**config.mk**
```make
export PLATFORM = sky130hd
export DESIGN_NAME = single_wire_humidity_sensor_reader
export DESIGN_NICKNAME = d
export VERILOG_FILES = /design/src/hdl/swhsr_pkg.sv /design/src/hdl/single_wire_humidity_sensor_reader.sv
export SDC_FILE = /design/constraint.sdc
export NUM_CORES = 1
export LEC_CHECK = 0
export BUFFER_PORTS_ARGS = -buffer_cell sky130_fd_sc_hd__buf_2
export CORE_AREA = 2 2 168 170
export DETAILED_ROUTE_END_ITERATION = 8
export DIE_AREA = 0 0 170 172
export PLACE_DENSITY_LB_ADDON = 0.12
export SLEW_MARGIN = 10
export SYNTH_ARGS = -nofsm -noshare
export SYNTH_HDL_FRONTEND = slang
export SYNTH_SLANG_ARGS = --single-unit
```
**constraint.sdc**
```tcl
create_clock -name clk_i -period 6.1 [get_ports clk_i]
set_input_delay 1.22 -clock clk_i [delete_from_list [all_inputs] [get_ports clk_i]]
set_output_delay 1.22 -clock clk_i [all_outputs]
set_load 0.03 [all_outputs]
```
**src/hdl/swhsr_pkg.sv**
```systemverilog
// Package for the single-wire humidity sensor reader.
// Holds the frame and timer sizes, register reset values, register indexes,
// status codes and the one-hot phase type. It has no dependencies.
`timescale 1ns / 1ps

package swhsr_pkg;

  localparam int FRAME_BITS     = 40;
  localparam int TIMER_BITS_DEF = 20;

  localparam int WAKE_W      = 16;
  localparam int TIMEOUT_W   = 20;
  localparam int THRESH_W    = 8;
  localparam int PULSE_W     = 8;
  localparam int BITCNT_W    = 6;
  localparam int STATUS_W    = 2;
  localparam int BYTE_W      = 8;
  localparam int CFG_IDX_W   = 2;
  localparam int CFG_DATA_W  = 20;

  localparam logic [WAKE_W-1:0]    WAKE_RST    = 16'd18000;
  localparam logic [TIMEOUT_W-1:0] TIMEOUT_RST = 20'd1000000;
  localparam logic [THRESH_W-1:0]  THRESH_RST  = 8'd50;

  typedef enum logic [CFG_IDX_W-1:0] {
    CFG_WAKE_LOW  = 2'd0,
    CFG_TIMEOUT   = 2'd1,
    CFG_THRESHOLD = 2'd2
  } cfg_idx_e;

  typedef enum logic [STATUS_W-1:0] {
    STATUS_OK       = 2'd0,
    STATUS_CHECKSUM = 2'd1,
    STATUS_TIMEOUT  = 2'd2
  } status_e;

  typedef enum logic [6:0] {
    PH_IDLE      = 7'b0000001,
    PH_WAKE      = 7'b0000010,
    PH_WAIT_LOW  = 7'b0000100,
    PH_WAIT_HIGH = 7'b0001000,
    PH_PREAMBLE  = 7'b0010000,
    PH_BIT_LOW   = 7'b0100000,
    PH_BIT_HIGH  = 7'b1000000
  } phase_e;

endpackage

```
**src/hdl/single_wire_humidity_sensor_reader.sv**
```systemverilog
// Top level of the single-wire humidity sensor reader.
// Depends on swhsr_pkg for sizes, register indexes, status codes and phases.
//
//   Channel  | Direction | Handshake              | Payload
//   ---------+-----------+------------------------+-------------------------------
//   in       | input     | in_valid_i / in_stall_o | start_req_i, line_level_i
//   out      | output    | out_valid_o/out_stall_i | drive_low_o .. temperature_fraction_o
//   cfg      | input     | cfg_valid_i/cfg_ready_o | cfg_index_i, cfg_data_i
//
// Each tick item updates the protocol state at the transfer edge, and its
// result is held in the output register.
// A new tick is taken every cycle while the output register is empty or drains.
// The input stalls only while a result waits and the output is stalled.
// Reset returns the reader to idle with the register reset values.
`timescale 1ns / 1ps

module single_wire_humidity_sensor_reader #(
  parameter int TIMER_BITS = swhsr_pkg::TIMER_BITS_DEF
) (
  input  logic                              clk_i,
  input  logic                              rst_ni,
  input  logic                              in_valid_i,
  output logic                              in_stall_o,
  input  logic                              start_req_i,
  input  logic                              line_level_i,
  output logic                              out_valid_o,
  input  logic                              out_stall_i,
  output logic                              drive_low_o,
  output logic                              busy_res_o,
  output logic                              done_res_o,
  output logic [swhsr_pkg::STATUS_W-1:0]    status_o,
  output logic [swhsr_pkg::BYTE_W-1:0]      humidity_whole_o,
  output logic [swhsr_pkg::BYTE_W-1:0]      humidity_fraction_o,
  output logic [swhsr_pkg::BYTE_W-1:0]      temperature_whole_o,
  output logic [swhsr_pkg::BYTE_W-1:0]      temperature_fraction_o,
  input  logic                              cfg_valid_i,
  output logic                              cfg_ready_o,
  input  logic [swhsr_pkg::CFG_IDX_W-1:0]   cfg_index_i,
  input  logic [swhsr_pkg::CFG_DATA_W-1:0]  cfg_data_i
);
  import swhsr_pkg::*;

  localparam int CMP_W = (TIMER_BITS + 1 > TIMEOUT_W) ? TIMER_BITS + 1 : TIMEOUT_W;

  logic [WAKE_W-1:0]     wake_q;
  logic [TIMEOUT_W-1:0]  timeout_q;
  logic [THRESH_W-1:0]   thresh_q;

  phase_e                phase_q, phase_d;
  logic [TIMER_BITS-1:0] tick_q, tick_d;
  logic [PULSE_W-1:0]    pulse_q, pulse_d;
  logic [BITCNT_W-1:0]   bitcnt_q, bitcnt_d;
  logic [FRAME_BITS-1:0] frame_q, frame_d;
  logic [STATUS_W-1:0]   status_q, status_d;

  logic                  done_d;
  logic                  data_valid_d;
  logic [TIMER_BITS:0]   elapsed;
  logic [BYTE_W-1:0]     sum;
  logic                  rx_bit;

  logic                  out_valid_q;
  logic                  drive_q, busy_q, done_q;
  logic [STATUS_W-1:0]   stat_q;
  logic [BYTE_W-1:0]     hw_q, hf_q, tw_q, tf_q;

  logic                  in_xfer;

  assign cfg_ready_o = 1'b1;
  assign in_stall_o  = out_valid_q & out_stall_i;
  assign in_xfer     = in_valid_i & ~in_stall_o;

  always_ff @(posedge clk_i or negedge rst_ni) begin
    if (!rst_ni) begin
      wake_q    <= WAKE_RST;
      timeout_q <= TIMEOUT_RST;
      thresh_q  <= THRESH_RST;
    end else if (cfg_valid_i) begin
      case (cfg_idx_e'(cfg_index_i))
        CFG_WAKE_LOW:  wake_q    <= cfg_data_i[WAKE_W-1:0];
        CFG_TIMEOUT:   timeout_q <= cfg_data_i[TIMEOUT_W-1:0];
        CFG_THRESHOLD: thresh_q  <= cfg_data_i[THRESH_W-1:0];
        default: begin
        end
      endcase
    end
  end

  assign elapsed = {1'b0, tick_q} + 1'b1;
  assign rx_bit  = (pulse_q > thresh_q);
  assign sum     = frame_d[39:32] + frame_d[31:24] + frame_d[23:16] + frame_d[15:8];

  always_comb begin
    phase_d      = phase_q;
    tick_d       = tick_q;
    pulse_d      = pulse_q;
    bitcnt_d     = bitcnt_q;
    frame_d      = frame_q;
    status_d     = status_q;
    done_d       = 1'b0;
    data_valid_d = 1'b0;
    case (phase_q)
      PH_IDLE: begin
        if (start_req_i) begin
          frame_d  = '0;
          bitcnt_d = '0;
          pulse_d  = '0;
          if (wake_q == '0) begin
            phase_d = PH_WAIT_LOW;
            tick_d  = '0;
          end else begin
            phase_d = PH_WAKE;
            tick_d  = TIMER_BITS'(1);
          end
        end
      end
      PH_WAKE: begin
        if (CMP_W'(tick_q) >= CMP_W'(wake_q)) begin
          phase_d = PH_WAIT_LOW;
          tick_d  = '0;
        end else begin
          tick_d = TIMER_BITS'(tick_q + 1'b1);
        end
      end
      PH_WAIT_LOW, PH_WAIT_HIGH: begin
        if ((phase_q == PH_WAIT_LOW) ? !line_level_i : line_level_i) begin
          phase_d = (phase_q == PH_WAIT_LOW) ? PH_WAIT_HIGH : PH_PREAMBLE;
          tick_d  = '0;
        end else if (CMP_W'(elapsed) > CMP_W'(timeout_q)) begin
          phase_d  = PH_IDLE;
          tick_d   = '0;
          status_d = STATUS_TIMEOUT;
          done_d   = 1'b1;
        end else begin
          tick_d = elapsed[TIMER_BITS] ? '1 : elapsed[TIMER_BITS-1:0];
        end
      end
      PH_PREAMBLE: begin
        if (!line_level_i) begin
          phase_d = PH_BIT_LOW;
        end
      end
      PH_BIT_LOW: begin
        if (line_level_i) begin
          phase_d = PH_BIT_HIGH;
          pulse_d = PULSE_W'(1);
        end
      end
      PH_BIT_HIGH: begin
        if (line_level_i) begin
          if (pulse_q != '1) begin
            pulse_d = pulse_q + 1'b1;
          end
        end else begin
          frame_d  = {frame_q[FRAME_BITS-2:0], rx_bit};
          bitcnt_d = bitcnt_q + 1'b1;
          pulse_d  = '0;
          if (bitcnt_d >= BITCNT_W'(FRAME_BITS)) begin
            status_d     = (sum == frame_d[7:0]) ? STATUS_OK : STATUS_CHECKSUM;
            phase_d      = PH_IDLE;
            tick_d       = '0;
            done_d       = 1'b1;
            data_valid_d = 1'b1;
          end else begin
            phase_d = PH_BIT_LOW;
          end
        end
      end
      default: begin
        phase_d = PH_IDLE;
      end
    endcase
  end

  always_ff @(posedge clk_i or negedge rst_ni) begin
    if (!rst_ni) begin
      phase_q  <= PH_IDLE;
      tick_q   <= '0;
      pulse_q  <= '0;
      bitcnt_q <= '0;
      frame_q  <= '0;
      status_q <= STATUS_OK;
    end else if (in_xfer) begin
      phase_q  <= phase_d;
      tick_q   <= tick_d;
      pulse_q  <= pulse_d;
      bitcnt_q <= bitcnt_d;
      frame_q  <= frame_d;
      status_q <= status_d;
    end
  end

  always_ff @(posedge clk_i or negedge rst_ni) begin
    if (!rst_ni) begin
      out_valid_q <= 1'b0;
    end else if (in_xfer) begin
      out_valid_q <= 1'b1;
    end else if (!out_stall_i) begin
      out_valid_q <= 1'b0;
    end
  end

  always_ff @(posedge clk_i) begin
    if (in_xfer) begin
      drive_q <= (phase_d == PH_WAKE);
      busy_q  <= (phase_d != PH_IDLE);
      done_q  <= done_d;
      stat_q  <= status_d;
      hw_q    <= data_valid_d ? frame_d[39:32] : '0;
      hf_q    <= data_valid_d ? frame_d[31:24] : '0;
      tw_q    <= data_valid_d ? frame_d[23:16] : '0;
      tf_q    <= data_valid_d ? frame_d[15:8]  : '0;
    end
  end

  assign out_valid_o            = out_valid_q;
  assign drive_low_o            = drive_q;
  assign busy_res_o             = busy_q;
  assign done_res_o             = done_q;
  assign status_o               = stat_q;
  assign humidity_whole_o       = hw_q;
  assign humidity_fraction_o    = hf_q;
  assign temperature_whole_o    = tw_q;
  assign temperature_fraction_o = tf_q;

endmodule

```
* Word level (Yosys, flattened, before mapping) *
Index checks and enable logic that the tools add are counted.

operators by class
  equal/unequal tests = 19
  add/sub/neg operators = 7
  reduce and logical (&&, ||, !) cells = 13
  order comparisons = 4
  multiplexer cells = 46
  bitwise gates (word level) = 3

operators by type and width
  operator               count
  $mux 20                7
  $mux 40                2
  $pmux 20 s4            1
  $pmux 40 s2            1
  $mux 7                 7
  $pmux 7 s6             1
  $mux 8                 4
  $add 8x8->8            3
  $pmux 8 s3             1
  $add 20x1->21 const B  1
  $gt 21x20->1           1
  $add 20x1->20 const B  1
  $ge 20x16->1           1
  $mux 6                 3
  $logic_not 16->1       1
  $eq 7x2->1 const B     2
  $pmux 6 s2             1
  $mux 1                 10
  $reduce_and 5->1       2
  $add 8x1->8 const B    1
  $eq 8x8->1             1
  $gt 8x8->1             1
  $mux 2                 4
  $ne 2x2->1 const B     4
  28 further kinds       31

word-level totals
  register bits = 165
  logic and storage cells = 111
  output and inout port bits = 40

* Depth between registers and ports, before layout *
  depth in word-level cells = 11
  depth in mapped cells = 19

* Worst setup path before layout *
Ideal clock, no wire load.

  kind = input to register
  start = input port line_level_i
  end = register stat_q[0] (netlist: status_o[0]) (data pin)
  setup slack = 556 ps
  setup time = 265 ps
  stages on the path = 17
  data required time = 5,835 ps
  arrival time = 5,278 ps
  buffers on the path = 2
  path through = buf_2 nor3b_2 o211ai_2 clkbuf_1 a22oi_1 fa_1 fa_1 inv_1 ha_1 fa_1 a21o_1 a21oi_1 o21ai_0 xnor2_1 xnor3_1 nor3_2 o21ai_1

on the way
  longest elaborated chain between the ends = 10

RTL lines
  what                       RTL line                                   text
  start, declared            single_wire_humidity_sensor_reader.sv:25   input logic line_level_i,
  $mux 40                    single_wire_humidity_sensor_reader.sv:150  if (line_level_i) begin
  $pmux 40 s2                single_wire_humidity_sensor_reader.sv:102  case (phase_q)
  $add 8x8->8 (3 in series)  single_wire_humidity_sensor_reader.sv:91   assign sum = frame_d[39:32] + frame_d[31:24] + frame_d[23:16] + frame_d[15:8];
  $eq 8x8->1                 single_wire_humidity_sensor_reader.sv:159  status_d = (sum == frame_d[7:0]) ? STATUS_OK : STATUS_CHECKSUM;
  $mux 1                     single_wire_humidity_sensor_reader.sv:159
  $mux 2                     single_wire_humidity_sensor_reader.sv:158  if (bitcnt_d >= BITCNT_W'(FRAME_BITS)) begin
  $mux 2                     single_wire_humidity_sensor_reader.sv:150
  $pmux 2 s2 (*)             single_wire_humidity_sensor_reader.sv:102
  named net status_d[0]      single_wire_humidity_sensor_reader.sv:54   logic [STATUS_W-1:0] status_q, status_d;
  end signal, assigned       single_wire_humidity_sensor_reader.sv:208  stat_q <= status_d;
  end, declared              single_wire_humidity_sensor_reader.sv:64   logic [STATUS_W-1:0] stat_q;

Mark *: on every way through the listed nets, which the timed path passes. The rest lies on a longest branch. The select of a mux whose other input is x is not followed.
A chain may end at the register's enable or synchronous reset.

* Worst setup path after layout *
  start = input port start_req_i
  end = register stat_q[0] (netlist: status_o[0]) (data pin)

on the way
  longest elaborated chain between the ends = 10

RTL lines
  what                       RTL line                                   text
  start, declared            single_wire_humidity_sensor_reader.sv:24   input logic start_req_i,
  $mux 40 (*)                single_wire_humidity_sensor_reader.sv:104  if (start_req_i) begin
  $pmux 40 s2 (*)            single_wire_humidity_sensor_reader.sv:102
  $add 8x8->8 (2 in series)  single_wire_humidity_sensor_reader.sv:91
  $add 8x8->8 (*)            single_wire_humidity_sensor_reader.sv:91
  $eq 8x8->1 (*)             single_wire_humidity_sensor_reader.sv:159
  $mux 1 (*)                 single_wire_humidity_sensor_reader.sv:159
  $mux 2 (*)                 single_wire_humidity_sensor_reader.sv:158
  $mux 2 (*)                 single_wire_humidity_sensor_reader.sv:150
  $pmux 2 s2 (*)             single_wire_humidity_sensor_reader.sv:102
  named net status_d[0]      single_wire_humidity_sensor_reader.sv:54

Marks and branches as above.

==> results.json <==
{
  "gp_congestion": 0.782,
  "syn_area_per_cell_um2": 10.0,
  "cp_top_family": "adder cells",
  "min-delay-start": "thresh_q[2]$_DFFE_PN0P_",
  "dpl.cell_count": 1333,
  "cts_tree": "done",
  "finalCriticalPeriod_ns": 5.16,
  "fillers": 2706,
  "cp.depth": 16,
  "yosysWarnings": 0,
  "multi_input_comb_area_mm2": 0.00466,
  "drive_gt1_share_pct": 19.5,
  "syn_to_final_growth_pct": 13.9,
  "portBuffers": 67,
  "leakage_uw": 0.00485,
  "grt_pass1_wl_um": 37900,
  "vias": 7003,
  "die_y_um": 172,
  "wl_um": 22800,
  "synth_area_leaders": "dfrtp_1, edfxtp_1, ha_1",
  "cp-end-kind": "flip-flop",
  "r2r_end": "status_o[0]$_DFFE_PP_",
  "setup_viol": 0,
  "synth_top_family_by_area": "compound AO/OA/AOI/OAI gates",
  "crit_arrival_ns": 5.33,
  "gr-total-overflow": 0,
  "fin_tns_setup_ns": 0,
  "critPathRequiredTime_ns": 6.28,
  "cpPeakStageDelay_ns": 0.55,
  "ctsHoldBuffers": 0,
  "synth_compound_area_share_pct": 17.3,
  "synth_adder_area_share_pct": 10.3,
  "worstMarginPinSlew_ns": 0.740,
  "whs_ns": 0.506,
  "hpwl_um": 16200,
  "drt_iter0_drc": 376,
  "postCtsSetupBuffers": 0,
  "clock_path_buffers": 2,
  "syn_inst": 944,
  "cts_root_buffer": "clkbuf_16",
  "outcome": "finished clean",
  "synth_cell_types": 76,
  "endpoint": "status_o[0]$_DFFE_PP_",
  "clock_latency_ns": 0.44,
  "clkTransAtPathRegs_ns": 0.07,
  "slew_violations": 0,
  "fp.coreArea_mm2": 0.0275,
  "drc": 0,
  "first_global_vias": 6946,
  "power_uw": 2940,
  "start_util_pct": 34.4,
  "dominantRegCellSynth": "dfrtp_1",
  "reg2regPathDepth": 16,
  "crit_start": "start_req_i",
  "synth_top_cell_area_share_pct": 29.7,
  "crit_chain": "buf_2 > and3b_1 > o211ai_2 > buf_4 > a22oi_1 > fa_1 > inv_1 > fa_1 > fa_1 > a21o_1 > a21oi_1 > o21ai_0 > xnor2_1 > xnor3_1 > nor3_2 > o21ai_1",
  "pin_count": 69,
  "synth_edf_count": 37,
  "gr-usage-all-layers_pct": 16.6,
  "ir_drop_mv": 0.172,
  "wl_per_cell_um": 16.7,
  "hold_viol": 0,
  "diodes": 0,
  "antenna_found_initial": 0,
  "synth_nets": 1042,
  "synthXorXnorAreaFrac_pct": 1.72,
  "r2r_slack_ns": 1.09,
  "via_per_inst": 5.13,
  "synth_mux_area_share_pct": 3.58,
  "grt_start_max_net_pins": 75,
  "fin_nets": 1104,
  "slew_headroom_pct": 50.7,
  "instances_no_fill": 1365,
  "cp_max_fo": 10,
  "ant_nets": 0,
  "critPathSlowestCell": "fa_1",
  "reg2reg_from": "phase_q[1]$_DFFE_PN0P_",
  "post-place-ws_ns": 0.431,
  "synth-async-reset-ratio_pct": 77.6,
  "rows": 61,
  "crit_path_start_kind": "primary input",
  "register_area_mm2": 0.00433,
  "crit_top_cell": "fa_1",
  "synth_seq_area_share_pct": 45.9,
  "yosys.area.top_type": "dfrtp_1",
  "h-tree-depth": 4,
  "numCtsBuffers": 17,
  "critPathKind": "in2reg",
  "timing.critical_path.buf_inv": 3,
  "worst_slack_ns": 0.943,
  "die_x_um": 170,
  "netlist_area_mm2": 0.00944,
  "power_density_mw_per_mm2": 273,
  "skew_ns": 0.0153,
  "fmax_mhz": 194,
  "ctsResizeCount": 0,
  "cts_sinks": 165,
  "drv_cap": 0,
  "rsz0062_at_grt": "false",
  "drtPass1Iterations": 4,
  "timing.final.crit_share_pct": 84.5,
  "die-area_mm2": 0.0292,
  "ys_ff_latch": 165,
  "synth_simple_gate_area_share_pct": 16.3,
  "hold_path_class": "reg2reg"
}
## cell usage after synthesis, types with 13 or more instances
| master | instances |
|---|---|
| nand2_1 | 121 |
| dfrtp_1 | 112 |
| o21ai_0 | 87 |
| inv_1 | 70 |
| ha_1 | 55 |
| nor2_1 | 55 |
| edfxtp_1 | 37 |
| a22oi_1 | 30 |
| mux2_2 | 30 |
| a21oi_1 | 24 |
| clkbuf_1 | 24 |
| nand2b_1 | 24 |
| nand3_1 | 21 |
| dfstp_2 | 16 |
| fa_1 | 14 |
| buf_2 | 13 |
## report_power, final
| part | switching [uW] | total, uW | internal, uW |
|---|---|---|---|
| Combinational | 352 | 555 | 203 |
| Clock | 528 | 1080 | 548 |
| Sequential | 73.4 | 1310 | 1230 |
## registers in the layout, indices dropped and copies added (netlist names), 2 cells and up
name                    flops
bitcnt_q                    6
frame_q                    40
humidity_fraction_o         8
humidity_whole_o            8
phase_q                     7
pulse_q                     8
status_o                    2
status_q                    2
temperature_fraction_o      8
temperature_whole_o         8
thresh_q                    8
tick_q                     20
timeout_q                  20
wake_q                     16
## cell type report
class | count | area share, %
sequential | 165 | 40.3
timing repair buffer | 86 | 4.50
inverter | 70 | 2.44
clock buffer | 17 | 3.95
multi-input combinational | 666 | 43.3
tap | 346 | 4.02
clock inverter | 15 | 1.49
## routing by layer
layer	part of all wire (%)	vias up	track usage [%]	routed length, um
li1	-	3517	-	-
met1	48	3388	22.0	10900
met2	49	87	28.5	11200
met3	2.3	11	2.91	531
met4	0.74	0	3.83	170
met5	0	-	0	0
## worst min-delay path by stage
stage          cells after the start  slack [ns]                        end
2_1_floorplan                      1        0.46    status_q[1]$_DFFE_PN0P_
3_3_place_gp                       1        0.48    status_q[1]$_DFFE_PN0P_
3_5_place_dp                       1        0.49  timeout_q[11]$_DFFE_PN0P_
4_1_cts                            1        0.51  timeout_q[11]$_DFFE_PN0P_
5_1_grt                            1        0.53  timeout_q[11]$_DFFE_PN0P_
6_report                           1        0.51    thresh_q[2]$_DFFE_PN0P_
## per-stage QoR
step	utilization, %	instance area, um^2
after floorplan	-	9440
after global placement	37.0	10200
after detailed placement	37.0	10200
after CTS	39.1	10800
after global routing	39.1	10800
final	39.1	10800
## worst reg2reg max path: cells and delay by family, from the launching register on
family,cells,cell delay [ns]
flip-flops,1,0.48
adder cells (fa/ha/maj),3,1.53
AO/OA/AOI/OAI,5,0.76
XOR/XNOR,2,0.58
AND/OR/NAND/NOR,4,1.08
buffers and inverters,2,0.31
## cells by family after synthesis
family | after synthesis
other | 1
adders and majority gates | 69
AOI/OAI and AO/OA | 237
xor gates and xnor gates | 17
buffers and inverters | 113
muxes | 30
and+or+nand+nor | 312
DFF | 165
## layout by cell type (no fill, tap or decap), drive strengths merged, types with 21 or more instances in the layout
cell type and n:
inv 77, nand3 21, nor2 56, nand2b 24, ha 55, edfxtp 37
o21ai 91, mux2 30, dfrtp 112, buf 86, nand2 121, a22oi 30
a21oi 24
(Power assumes the default switching activity.)
